[src/hdl/i2ctrb_pkg.sv]
// ----------------------------------------------------------------------------
// I2C target register bank package
// Types, codes and constants shared by the control, bank and top modules.
// ----------------------------------------------------------------------------
package i2ctrb_pkg;

   // Default number of registers in the bank.
   localparam int BANK_DEPTH_DEFAULT = 16;

   // Widths of the register pointer and the data bytes.
   localparam int PTR_W  = 8;
   localparam int BYTE_W = 8;

   // Phase length codes for the shift register.
   localparam logic [3:0] COUNT_ACK  = 4'd1;
   localparam logic [3:0] COUNT_BYTE = 4'd8;

   // Read/write select bit of the address byte.
   localparam logic [7:0] RW_BIT = 8'h01;

   // Configuration register indexes.
   localparam logic CSR_OWN_ADDRESS = 1'b0;
   localparam logic CSR_BANK_LENGTH = 1'b1;

   // Reset values of the configuration registers.
   localparam logic [6:0] OWN_ADDRESS_RESET = 7'd0;
   localparam logic [4:0] BANK_LENGTH_RESET = 5'd16;

   // Event codes on the request channel.
   typedef enum logic [1:0] {
      CMD_START = 2'd0,
      CMD_STOP  = 2'd1,
      CMD_SHIFT = 2'd2,
      CMD_LOCAL = 2'd3
   } cmd_type;

   // Bus protocol phases.
   typedef enum logic [2:0] {
      PH_ADDR       = 3'd0,
      PH_SEND       = 3'd1,
      PH_SEND_WAIT  = 3'd2,
      PH_SEND_CHECK = 3'd3,
      PH_RECV       = 3'd4,
      PH_RECV_ACK   = 3'd5
   } phase_type;

   // Access to the register bank for one transaction.
   typedef struct packed {
      logic              rd_en;
      logic [PTR_W-1:0]  rd_addr;
      logic              wr_en;
      logic [PTR_W-1:0]  wr_addr;
      logic [BYTE_W-1:0] wr_data;
   } mem_req_type;

   // Result fields known before the bank read data returns.
   typedef struct packed {
      logic              drive_sda;
      logic [3:0]        bit_count;
      logic              engaged;
      logic              use_mem;
      logic              reg_write;
      logic [3:0]        reg_index;
      logic [BYTE_W-1:0] reg_value;
   } result_meta_type;

endpackage

[src/hdl/i2c_target_register_bank_top.sv]
// A result passes through the read stage and the output register before it can be taken.
// Throughput: one transaction per cycle while rsp_stall is low; the bank is
// read or written at most once per transaction through its single port, read
// data registered. A read stage and an output register let one transaction
// enter while a result waits. Reset clears control state and the bank valid
// bits at once, so the bank reads as zero with no clearing pass.
// ----------------------------------------------------------------------------
// I2C target register bank top level
// Event-level I2C target with address match, register pointer, auto-increment
// reads and notified master writes into a memory-based register bank.
// ----------------------------------------------------------------------------
module i2c_target_register_bank_top #(
   parameter int BANK_DEPTH = i2ctrb_pkg::BANK_DEPTH_DEFAULT
) (
   input  logic        clock,
   input  logic        reset,
   input  logic        csr_write,
   input  logic        csr_index,
   input  logic [6:0]  csr_wdata,
   input  logic        req_valid,
   output logic        req_stall,
   input  logic [1:0]  req_cmd,
   input  logic [7:0]  req_shift_data,
   input  logic [3:0]  req_local_index,
   input  logic [7:0]  req_local_value,
   output logic        rsp_valid,
   input  logic        rsp_stall,
   output logic        rsp_drive_sda,
   output logic [7:0]  rsp_tx_byte,
   output logic [3:0]  rsp_bit_count,
   output logic        rsp_engaged,
   output logic        rsp_reg_write,
   output logic [3:0]  rsp_reg_index,
   output logic [7:0]  rsp_reg_value
);

   i2ctrb_pkg::mem_req_type       mem_req;
   i2ctrb_pkg::result_meta_type   meta;
   i2ctrb_pkg::result_meta_type   s1_meta_ff;
   i2ctrb_pkg::result_meta_type   s2_meta_ff;
   logic [7:0]                    rd_byte;
   logic [7:0]                    s2_tx_ff;
   logic                          s1_valid_ff, s1_valid_in;
   logic                          s2_valid_ff, s2_valid_in;
   logic                          accept;
   logic                          s1_move;

   // Stage flow: the read stage drains into the output register when it is
   // empty or its result is being taken.
   assign s1_move   = s1_valid_ff && (!s2_valid_ff || !rsp_stall);
   assign req_stall = s1_valid_ff && !s1_move;
   assign accept    = req_valid && !req_stall;

   i2ctrb_ctrl #(
      .BANK_DEPTH(BANK_DEPTH)
   ) u_ctrl (
      .clock       (clock),
      .reset       (reset),
      .csr_write   (csr_write),
      .csr_index   (csr_index),
      .csr_wdata   (csr_wdata),
      .accept      (accept),
      .cmd         (req_cmd),
      .shift_data  (req_shift_data),
      .local_index (req_local_index),
      .local_value (req_local_value),
      .mem_req     (mem_req),
      .meta        (meta)
   );

   i2ctrb_bank #(
      .BANK_DEPTH(BANK_DEPTH)
   ) u_bank (
      .clock   (clock),
      .reset   (reset),
      .mem_req (mem_req),
      .rd_byte (rd_byte)
   );

   // Valid bits of the read stage and the output register.
   always_comb begin
      s1_valid_in = s1_valid_ff;
      if (s1_move) begin
         s1_valid_in = 1'b0;
      end
      if (accept) begin
         s1_valid_in = 1'b1;
      end
      s2_valid_in = s2_valid_ff;
      if (s2_valid_ff && !rsp_stall) begin
         s2_valid_in = 1'b0;
      end
      if (s1_move) begin
         s2_valid_in = 1'b1;
      end
   end

   always_ff @(posedge clock) begin
      if (reset) begin
         s1_valid_ff <= 1'b0;
         s2_valid_ff <= 1'b0;
      end else begin
         s1_valid_ff <= s1_valid_in;
         s2_valid_ff <= s2_valid_in;
      end
   end

   // Payload registers; the transmit byte is resolved from the bank read data.
   always_ff @(posedge clock) begin
      if (accept) begin
         s1_meta_ff <= meta;
      end
      if (s1_move) begin
         s2_meta_ff <= s1_meta_ff;
         s2_tx_ff   <= s1_meta_ff.use_mem ? rd_byte : 8'd0;
      end
   end

   assign rsp_valid     = s2_valid_ff;
   assign rsp_drive_sda = s2_meta_ff.drive_sda;
   assign rsp_tx_byte   = s2_tx_ff;
   assign rsp_bit_count = s2_meta_ff.bit_count;
   assign rsp_engaged   = s2_meta_ff.engaged;
   assign rsp_reg_write = s2_meta_ff.reg_write;
   assign rsp_reg_index = s2_meta_ff.reg_index;
   assign rsp_reg_value = s2_meta_ff.reg_value;

endmodule

[src/hdl/i2ctrb_bank.sv]
// ----------------------------------------------------------------------------
// I2C target register bank storage
// Single-port synchronous memory with a registered read and per-entry
// valid bits, so that entries never written since reset read as zero.
// ----------------------------------------------------------------------------
module i2ctrb_bank #(
   parameter int BANK_DEPTH = i2ctrb_pkg::BANK_DEPTH_DEFAULT
) (
   input  logic                              clock,
   input  logic                              reset,
   input  i2ctrb_pkg::mem_req_type           mem_req,
   output logic [i2ctrb_pkg::BYTE_W-1:0]     rd_byte
);

   localparam int AW = (BANK_DEPTH > 1) ? $clog2(BANK_DEPTH) : 1;

   logic [i2ctrb_pkg::BYTE_W-1:0] mem [BANK_DEPTH];
   logic [BANK_DEPTH-1:0]         valid_ff;
   logic [BANK_DEPTH-1:0]         valid_in;
   logic [i2ctrb_pkg::BYTE_W-1:0] rdata_ff;
   logic                          rvalid_ff;
   logic [AW-1:0]                 wr_idx;
   logic [AW-1:0]                 rd_idx;

   assign wr_idx = mem_req.wr_addr[AW-1:0];
   assign rd_idx = mem_req.rd_addr[AW-1:0];

   // Memory write and registered read.
   always_ff @(posedge clock) begin
      if (mem_req.wr_en) begin
         mem[wr_idx] <= mem_req.wr_data;
      end
      if (mem_req.rd_en) begin
         rdata_ff  <= mem[rd_idx];
         rvalid_ff <= valid_ff[rd_idx];
      end
   end

   // An entry becomes valid once it has been written.
   always_comb begin
      valid_in = valid_ff;
      if (mem_req.wr_en) begin
         valid_in[wr_idx] = 1'b1;
      end
   end

   always_ff @(posedge clock) begin
      if (reset) begin
         valid_ff <= '0;
      end else begin
         valid_ff <= valid_in;
      end
   end

   // Entries not yet written read as their reset value of zero.
   assign rd_byte = rvalid_ff ? rdata_ff : '0;

endmodule

[src/hdl/i2ctrb_ctrl.sv]
// ----------------------------------------------------------------------------
// I2C target register bank control
// Configuration registers, bus phase state machine and register pointer.
// Produces the bank access and the result fields for each transaction.
// ----------------------------------------------------------------------------
module i2ctrb_ctrl #(
   parameter int BANK_DEPTH = i2ctrb_pkg::BANK_DEPTH_DEFAULT
) (
   input  logic                              clock,
   input  logic                              reset,
   input  logic                              csr_write,
   input  logic                              csr_index,
   input  logic [6:0]                        csr_wdata,
   input  logic                              accept,
   input  logic [1:0]                        cmd,
   input  logic [7:0]                        shift_data,
   input  logic [3:0]                        local_index,
   input  logic [7:0]                        local_value,
   output i2ctrb_pkg::mem_req_type           mem_req,
   output i2ctrb_pkg::result_meta_type       meta
);

   localparam logic [8:0] DEPTH_W = 9'(BANK_DEPTH);

   i2ctrb_pkg::phase_type               phase_ff, phase_in;
   logic                                armed_ff, armed_in;
   logic [i2ctrb_pkg::PTR_W-1:0]        pointer_ff, pointer_in;
   logic                                loaded_ff, loaded_in;
   logic [6:0]                          own_address_ff;
   logic [4:0]                          bank_length_ff;
   logic [8:0]                          limit;
   logic                                ptr_ok;
   logic                                addr_match;
   logic                                local_ok;
   i2ctrb_pkg::cmd_type                 cmd_code;

   assign cmd_code   = i2ctrb_pkg::cmd_type'(cmd);
   assign limit      = (9'(bank_length_ff) < DEPTH_W) ? 9'(bank_length_ff) : DEPTH_W;
   assign ptr_ok     = 9'(pointer_ff) < limit;
   assign addr_match = (shift_data == 8'd0) || (shift_data[7:1] == own_address_ff);
   assign local_ok   = 9'(local_index) < DEPTH_W;

   // Configuration registers.
   always_ff @(posedge clock) begin
      if (reset) begin
         own_address_ff <= i2ctrb_pkg::OWN_ADDRESS_RESET;
         bank_length_ff <= i2ctrb_pkg::BANK_LENGTH_RESET;
      end else if (csr_write) begin
         case (csr_index)
            i2ctrb_pkg::CSR_OWN_ADDRESS: own_address_ff <= csr_wdata;
            i2ctrb_pkg::CSR_BANK_LENGTH: bank_length_ff <= csr_wdata[4:0];
            default: ;
         endcase
      end
   end

   // Next state of the bus phase, arming and pointer.
   always_comb begin
      phase_in   = phase_ff;
      armed_in   = armed_ff;
      pointer_in = pointer_ff;
      loaded_in  = loaded_ff;
      if (accept) begin
         case (cmd_code)
            i2ctrb_pkg::CMD_START: begin
               phase_in = i2ctrb_pkg::PH_ADDR;
               armed_in = 1'b1;
            end
            i2ctrb_pkg::CMD_STOP: begin
               phase_in = i2ctrb_pkg::PH_ADDR;
               armed_in = 1'b0;
            end
            i2ctrb_pkg::CMD_SHIFT: begin
               if (armed_ff) begin
                  case (phase_ff)
                     i2ctrb_pkg::PH_ADDR: begin
                        if (addr_match) begin
                           if ((shift_data & i2ctrb_pkg::RW_BIT) != 8'd0) begin
                              phase_in = i2ctrb_pkg::PH_SEND;
                           end else begin
                              phase_in  = i2ctrb_pkg::PH_RECV;
                              loaded_in = 1'b0;
                           end
                        end else begin
                           armed_in = 1'b0;
                        end
                     end
                     i2ctrb_pkg::PH_SEND: begin
                        phase_in = i2ctrb_pkg::PH_SEND_WAIT;
                        if (ptr_ok) begin
                           pointer_in = pointer_ff + 8'd1;
                        end
                     end
                     i2ctrb_pkg::PH_SEND_WAIT: begin
                        phase_in = i2ctrb_pkg::PH_SEND_CHECK;
                     end
                     i2ctrb_pkg::PH_SEND_CHECK: begin
                        if (shift_data != 8'd0) begin
                           armed_in = 1'b0;
                           phase_in = i2ctrb_pkg::PH_ADDR;
                        end else begin
                           phase_in = i2ctrb_pkg::PH_SEND_WAIT;
                           if (ptr_ok) begin
                              pointer_in = pointer_ff + 8'd1;
                           end
                        end
                     end
                     i2ctrb_pkg::PH_RECV: begin
                        phase_in = i2ctrb_pkg::PH_RECV_ACK;
                     end
                     i2ctrb_pkg::PH_RECV_ACK: begin
                        phase_in = i2ctrb_pkg::PH_RECV;
                        if (!loaded_ff) begin
                           pointer_in = shift_data;
                           loaded_in  = 1'b1;
                        end
                     end
                     default: begin
                        armed_in = 1'b0;
                        phase_in = i2ctrb_pkg::PH_ADDR;
                     end
                  endcase
               end
            end
            default: ;
         endcase
      end
   end

   // Result fields and bank access for the current transaction.
   always_comb begin
      meta              = '0;
      meta.bit_count    = i2ctrb_pkg::COUNT_BYTE;
      meta.engaged      = armed_in;
      mem_req           = '0;
      mem_req.rd_addr   = pointer_ff;
      mem_req.wr_addr   = pointer_ff;
      mem_req.wr_data   = shift_data;
      if (accept) begin
         case (cmd_code)
            i2ctrb_pkg::CMD_LOCAL: begin
               mem_req.wr_en   = local_ok;
               mem_req.wr_addr = 8'(local_index);
               mem_req.wr_data = local_value;
            end
            i2ctrb_pkg::CMD_SHIFT: begin
               if (armed_ff) begin
                  case (phase_ff)
                     i2ctrb_pkg::PH_ADDR: begin
                        if (addr_match) begin
                           meta.drive_sda = 1'b1;
                           meta.bit_count = i2ctrb_pkg::COUNT_ACK;
                        end
                     end
                     i2ctrb_pkg::PH_SEND: begin
                        meta.drive_sda = 1'b1;
                        meta.use_mem   = ptr_ok;
                        mem_req.rd_en  = ptr_ok;
                     end
                     i2ctrb_pkg::PH_SEND_WAIT: begin
                        meta.bit_count = i2ctrb_pkg::COUNT_ACK;
                     end
                     i2ctrb_pkg::PH_SEND_CHECK: begin
                        if (shift_data == 8'd0) begin
                           meta.drive_sda = 1'b1;
                           meta.use_mem   = ptr_ok;
                           mem_req.rd_en  = ptr_ok;
                        end
                     end
                     i2ctrb_pkg::PH_RECV_ACK: begin
                        meta.drive_sda = 1'b1;
                        meta.bit_count = i2ctrb_pkg::COUNT_ACK;
                        if (loaded_ff && ptr_ok) begin
                           mem_req.wr_en  = 1'b1;
                           meta.reg_write = 1'b1;
                           meta.reg_index = pointer_ff[3:0];
                           meta.reg_value = shift_data;
                        end
                     end
                     default: ;
                  endcase
               end
            end
            default: ;
         endcase
      end
   end

   // Control state registers.
   always_ff @(posedge clock) begin
      if (reset) begin
         phase_ff   <= i2ctrb_pkg::PH_ADDR;
         armed_ff   <= 1'b0;
         pointer_ff <= '0;
         loaded_ff  <= 1'b0;
      end else begin
         phase_ff   <= phase_in;
         armed_ff   <= armed_in;
         pointer_ff <= pointer_in;
         loaded_ff  <= loaded_in;
      end
   end

endmodule
[config.mk]
export PLATFORM = sky130hd
export DESIGN_NAME = i2c_target_register_bank_top
export DESIGN_NICKNAME = d
export VERILOG_FILES = /design/src/hdl/i2ctrb_pkg.sv /design/src/hdl/i2c_target_register_bank_top.sv /design/src/hdl/i2ctrb_bank.sv /design/src/hdl/i2ctrb_ctrl.sv
export SDC_FILE = /design/constraint.sdc
export NUM_CORES = 1
export LEC_CHECK = 0
export BUFFER_PORTS_ARGS = -buffer_cell sky130_fd_sc_hd__buf_2
export CAP_MARGIN = 25
export CORE_MARGIN = 2
export CORE_UTILIZATION = 60
export DETAILED_ROUTE_END_ITERATION = 12
export PLACE_DENSITY = 0.91
export SYNTH_ARGS = -nofsm -noshare
export SYNTH_HDL_FRONTEND = slang
export SYNTH_SLANG_ARGS = --single-unit
[constraint.sdc]
create_clock -name clock -period 4 [get_ports clock]
set_clock_uncertainty 0.2 [all_clocks]
set_input_delay 0.8 -clock clock [delete_from_list [all_inputs] [get_ports clock]]
set_output_delay 0.8 -clock clock [all_outputs]
set_load 0.05 [all_outputs]
==> results of run 1 <==
-- how the worst min path moves through the flow --
stage	startpoint	slack, ns	endpoint	depth (start not counted)
finish	s1_meta_ff[18]	0.22	rsp_bit_count[3]	0
global route	s1_meta_ff[14]	0.22	rsp_engaged	0
CTS	s1_meta_ff[14]	0.22	rsp_engaged	0
detailed placement	s1_meta_ff[14]	0.21	rsp_engaged	0
global placement	s1_meta_ff[6]	0.20	rsp_reg_value[6]	0
floorplan	s1_meta_ff[15]	0.20	rsp_bit_count[0]	0
-- cell type report --
cell class / count / share of cell area, %
repair buffers: 77 / 4.11
inverters: 20 / 0.712
clock buffers: 29 / 5.86
multi-input cells: 362 / 26.7
clock inverters: 13 / 0.938
well taps: 188 / 2.23
flip-flops and latches: 223 / 59.5
-- kinds of logic after synthesis --
logic type | Yosys count
flops | 223
simple gates | 196
compound gates | 93
buf+inv | 60
mux | 59
xor+xnor | 7
fa+ha+maj | 5
other cells | 1
-- synthesized netlist by cell type (all sizes together) (8+ instances only) --
master and number:
mux2i 15, and2 24, mux4 36, and3 9, dfxtp 43, a211oi 14, mux2 8, nor2 43
nor3 15, a21oi 24, a31oi 12, o31ai 14, inv 20, nand2 49, clkbuf 24, nand3 18
edfxtp 180, buf 16
-- stage by stage --
stage / total power, mW / hold slack, ns / cells / instance area [um^2] / util (%)
final: 4.78 / 0.219 / 912 / 10500 / 69.3
after global routing: 4.92 / 0.224 / 912 / 10500 / 69.3
after CTS: 4.81 / 0.219 / 912 / 10500 / 69.3
after detailed placement: 2.83 / 0.205 / 870 / 9820 / 64.6
after global placement: 2.82 / 0.202 / 869 / 9810 / 64.5
after floorplan: 2.74 / 0.200 / 645 / 9320 / -
-- flip-flops by register name, indices dropped and copies added (netlist names), 2 cells and up --
register / count
u_ctrl.phase_ff: 3
rsp_reg_index: 4
u_bank.rdata_ff: 8
rsp_tx_byte: 8
rsp_reg_value: 8
u_bank.valid_ff: 16
s1_meta_ff: 18
rsp_bit_count: 2
u_ctrl.pointer_ff: 8
u_ctrl.bank_length_ff: 5
u_bank.mem: 128
u_ctrl.own_address_ff: 7
-- report_power, final --
part | switching (mW) | internal, mW | total [mW]
logic | 0.162 | 0.0616 | 0.224
clock network | 0.833 | 1.16 | 2.00
registers | 0.0142 | 2.54 | 2.56
-- per-layer routing --
| metal | part of all wire (%) | GRT usage, % | vias up |
|---|---|---|---|
| met5 | 0 | 0 | - |
| met4 | 3.0 | 8.63 | 0 |
| met3 | 8.3 | 4.24 | 47 |
| met2 | 49 | 42.6 | 303 |
| met1 | 39 | 34.1 | 2849 |
| li1 | - | - | 2599 |
-- critical path, cell delays in order, from the launching register on --
cell and delay [ns]:
dfxtp_1 0.33, inv_1 0.11, nand2_1 0.08, ha_1 0.30, a21oi_1 0.14, o211ai_1 0.30, o31a_1 0.52, or4_2 0.71
a32o_1 0.28
==> metrics, run 1 <==
status=finished clean; CP startpoint kind=flip-flop; Crit Path Max Fanout=9; first-pass GRT wire length=31.4 mm; Initial Utilization=61.3%; hold_buf cts=0; Hold Crit Class=reg -> reg; number of global-route vias before repair=5,680; CP Launch Point=u_ctrl.bank_length_ff[4]; clock transition at the registers of the reported paths=0.06 ns; R2R Setup Slk=0.94 ns; iteration-0 DRC count of the detailed router=688; global route total overflow=0; RSZ-0062 raised after global routing=no; CTS Sinks=223; area occupied by multi-input gates=2810 um^2; DP HPWL=13.4 mm; largest net degree at the start of global routing=50; Required @ worst endpoint=4.20 ns; initial antenna violation count=0; Final GP Congestion=0.927; critical path arrival=3.26 ns; drt pass-1 iters=8; Post-Syn Instances=644; fill count=1,009; Crit. End Element=flip-flop; core area=15,200 um^2; RR Endpoint=u_ctrl.pointer_ff[7]; max_slew headroom=44.4%; post-CTS setup buffer count=0; Root Buffer=clkbuf_16; PD cells=453 nW/um^2; routed len/inst=22.2 um; Vias=5,798; GRT Total Usage=25.3%; number of synthesized flops with an enable pin=180; largest family of logic cells by synthesized area=multiplexers; Die ar.=16,500 um^2; share of the yosys chip area belonging to registers=67.2%; row count=45; Num CTS Buffers=23; Detail Route Antenna Nets=0; synth top area cells=edfxtp_1, dfxtp_1, mux4_2; H-tree depth=1; Synth Cell Area=9320 um^2; Final nets=747; Reg2Reg Launch Point=u_ctrl.bank_length_ff[4]; Worst Tran Pin Value=0.833 ns; io pins=64; FF+latch area=6270 um^2; highest-count cells in the layout ignoring fill and taps=edfxtp_1, buf_2, nand2_1; die width=129 um; post-synthesis async set-or-reset flop share=0%; vias per cell=6.36; Slew Limit Fails=0; final setup margin=0.942 ns; CTS tree=built; FF+latch count, synth=223; final WL=20.3 mm; area leader, netlist=edfxtp_1; Post-Syn Area per Cell=14.5 um^2; residual DRC count=0; Leak=3.58 nW; Post-CTS Resized=0; ys flop type=edfxtp_1; fin crit period=3.06 ns; fmax=327 MHz; setup TNS=0 ns; Distinct cells, synth=59; Ys Warns=0; setup violators final=0; Worst-Skew Late Latency=0.51 ns; area share of the largest cell type after synthesis=58.0%; Antenna Cells=0; Port Buffers=61; WS Path Type=reg -> reg; DIE HEIGHT=129 um; mux contribution to synthesized area=11.3%; Area growth syn-to-layout=13.1%; crit path capture=u_ctrl.pointer_ff[7]; Reg2Reg Depth=8; Post-Synth XOR/XNOR Area=0.658%; share of layout cells above drive strength 1=22.4%; Clock Tree Buf Depth=3; commonest non-fill, non-tap cell in the layout=edfxtp_1; Fin. Hold Viols=0; Final period util=76.4%; Place WS=0.703 ns; max-cap check violation count=0; Synth Area in Adders=0.671%; Compound-Gate Fraction of Synth Area=6.75%; simple-gate share of the synthesized area=10.7%; peak supply drop=0.000422 V
Power figures use the tool's default switching activity.
==> inputs of run 2 (changes only) <==
==> constraint.sdc (replaced) <==
create_clock -name clock -period 2.9 [get_ports clock]
set_clock_uncertainty 0.2 [all_clocks]
set_input_delay 0.58 -clock clock [delete_from_list [all_inputs] [get_ports clock]]
set_output_delay 0.58 -clock clock [all_outputs]
set_load 0.05 [all_outputs]
==> run 2 against run 1 <==
Effect of this change:
- combinational power increased by 44%
- via count is 7.2% higher
- power grew 42%
- wire length grew 11%
- largest power group unchanged
- critical path depth up 3
==> metrics, run 2 (synthesis results as in run 1) <==
status=finished clean; Final Util=71.3% (+2.0 points); Detail Route Antenna Nets=0 (unchanged); clock transition at the registers of the reported paths=0.06 ns (about the same); Final nets=776 (+3.9%); GRT Total Usage=27.8% (+2.5 points); iteration-0 DRC count of the detailed router=864 (+26%); Num CTS Buffers=23 (unchanged); initial antenna violation count=3 (+3); Port Buffers=61 (unchanged); highest-count cells in the layout ignoring fill and taps=edfxtp_1, buf_2, nand2_1; Worst-Skew Late Latency=0.52 ns (about the same); H-tree depth=1 (unchanged); Final GP Congestion=0.975 (+5.2%); max reg flops=128 (unchanged); Fin. Hold Viols=0 (unchanged); CP dominant cell by count=buf_4; residual DRC count=0 (unchanged); number of global-route vias before repair=6,048 (+6.5%); PD cells=626 nW/um^2 (+38%); routed len/inst=23.9 um (+7.3%); row count=45 (unchanged); Crit. End Element=flip-flop; DIE HEIGHT=129 um (unchanged); Largest Register=u_bank.mem; CP startpoint kind=flip-flop; Crit Path Max Fanout=8 (-1); Worst Tran Pin Value=0.783 ns (-0.0502 ns); FF+latch area=6270 um^2 (unchanged); fill count=909 (-9.9%); CP Cell Sequence=inv_1, nand2_1, ha_1, nand4_1, o2111ai_2, buf_4, nor4_4, buf_6, nor2_2, nor2_1, buf_4; commonest non-fill, non-tap cell in the layout=edfxtp_1; Leak=3.76 nW (+4.8%); critical path arrival=2.81 ns (-0.45 ns); core area=15,200 um^2 (unchanged); Die ar.=16,500 um^2 (unchanged); fmax=359 MHz (+9.8%); area occupied by multi-input gates=2840 um^2 (+0.85%); setup violators final=0 (unchanged); final WL=22.5 mm (+11%); first-pass GRT wire length=34.5 mm (+10%); Max stage delay on crit path=0.32 ns (-0.39 ns); CTS tree=built; Slew Limit Fails=0 (unchanged); die width=129 um (unchanged); fin cells=944 (+3.5%); io pins=64 (unchanged); Required @ worst endpoint=2.93 ns (-1.27 ns); Root Buffer=clkbuf_16; vias per cell=6.59 (+3.6%); hold_buf cts=0 (unchanged); DP HPWL=14.4 mm (+7.7%); Clock Tree Buf Depth=3 (unchanged); max_slew headroom=47.7% (+3.2 points); global route total overflow=0 (unchanged); R2R Setup Slk=0.11 ns (-0.83 ns); Initial Utilization=61.3% (unchanged); Max stage delay cell, worst path=dfxtp_1; Area growth syn-to-layout=16.3%; drt pass-1 iters=8 (unchanged); Final period util=96.0% (+20 points); biggest regs=u_bank.mem: 128 flops, s1_meta_ff: 18 flops, u_bank.valid_ff: 16 flops; dpl cells=897 (+3.1%); largest net degree at the start of global routing=50 (unchanged); fin crit period=2.79 ns (-0.272 ns); Hold Crit Class=in -> reg; max-cap check violation count=0 (unchanged); share of layout cells above drive strength 1=27.0% (+4.6 points); CTS Sinks=223 (unchanged); Vias=6,217 (+7.2%); peak supply drop=0.000543 V (+29%); WS Path Type=reg -> reg
## run 2: timing repair
action,4_1_cts,5_1_grt
pin swaps,0,1
setup endpoints to repair,2,120
buffers inserted,0,1
cloned,0,1
resized for setup,1,9
hold endpoints to repair,0,0
## run 2: stage by stage
stage / TNS, ns / hold WS, ns / power [mW] / cell area, um^2 / setup WS, ns
after floorplan: 0 / 0.200 / 3.78 / 9320 / 0.00109
after global placement: 0 / 0.203 / 3.89 / 10000 / 0.124
after detailed placement: -0.102 / 0.205 / 3.91 / 10000 / -0.0133
after CTS: 0 / 0.112 / 6.81 / 10800 / 0.0682
after global routing: -0.0361 / 0.129 / 6.95 / 10800 / -0.0106
final: 0 / 0.122 / 6.79 / 10800 / 0.115
## run 2: final timing paths
path | from | to | cells past startpoint
worst max-delay path | u_ctrl.bank_length_ff[4] | u_bank.mem[14][3] | 11
worst min register to register | s1_meta_ff[7] | rsp_reg_value[7] | 0
worst min-delay path | csr_wdata[5] | u_ctrl.own_address_ff[5] | 3
worst max register to register | u_ctrl.bank_length_ff[4] | u_bank.mem[14][3] | 11
## run 2: worst max-delay path: cells and delay by family (launching register included)
kind                       cells  cell delay [ns]
and+or+nand+nor                5             0.79
adders and majority gates      1             0.28
buffers and inverters          4             0.69
DFF                            1             0.32
AOI/OAI and AO/OA              1             0.20
## run 2: final cells by class
cell class | instances | share of cell area, %
Sequential cell | 223 | 57.8
Multi-Input combinational cell | 362 | 26.2
Timing Repair Buffer | 106 | 6.15
Clock buffer | 29 | 5.70
Tap cell | 188 | 2.17
Clock inverter | 13 | 1.25
Inverter | 20 | 0.693
Antenna cell | 3 | 0.0693
## run 2: metal layers
metal,track usage [%],share of wire [%],vias up
li1,-,-,2671
met1,36.2,37,2999
met2,45.0,48,453
met3,5.90,9.8,94
met4,14.1,4.9,0
met5,0,0,-
## run 2: where the power goes
| group | internal (mW) | switching (mW) | leakage (nW) |
|---|---|---|---|
| clock network | 1.70 | 1.24 | 0.374 |
| logic | 0.0926 | 0.230 | 1.38 |
| registers | 3.51 | 0.0175 | 2.00 |
| total | 5.30 | 1.48 | 3.76 |
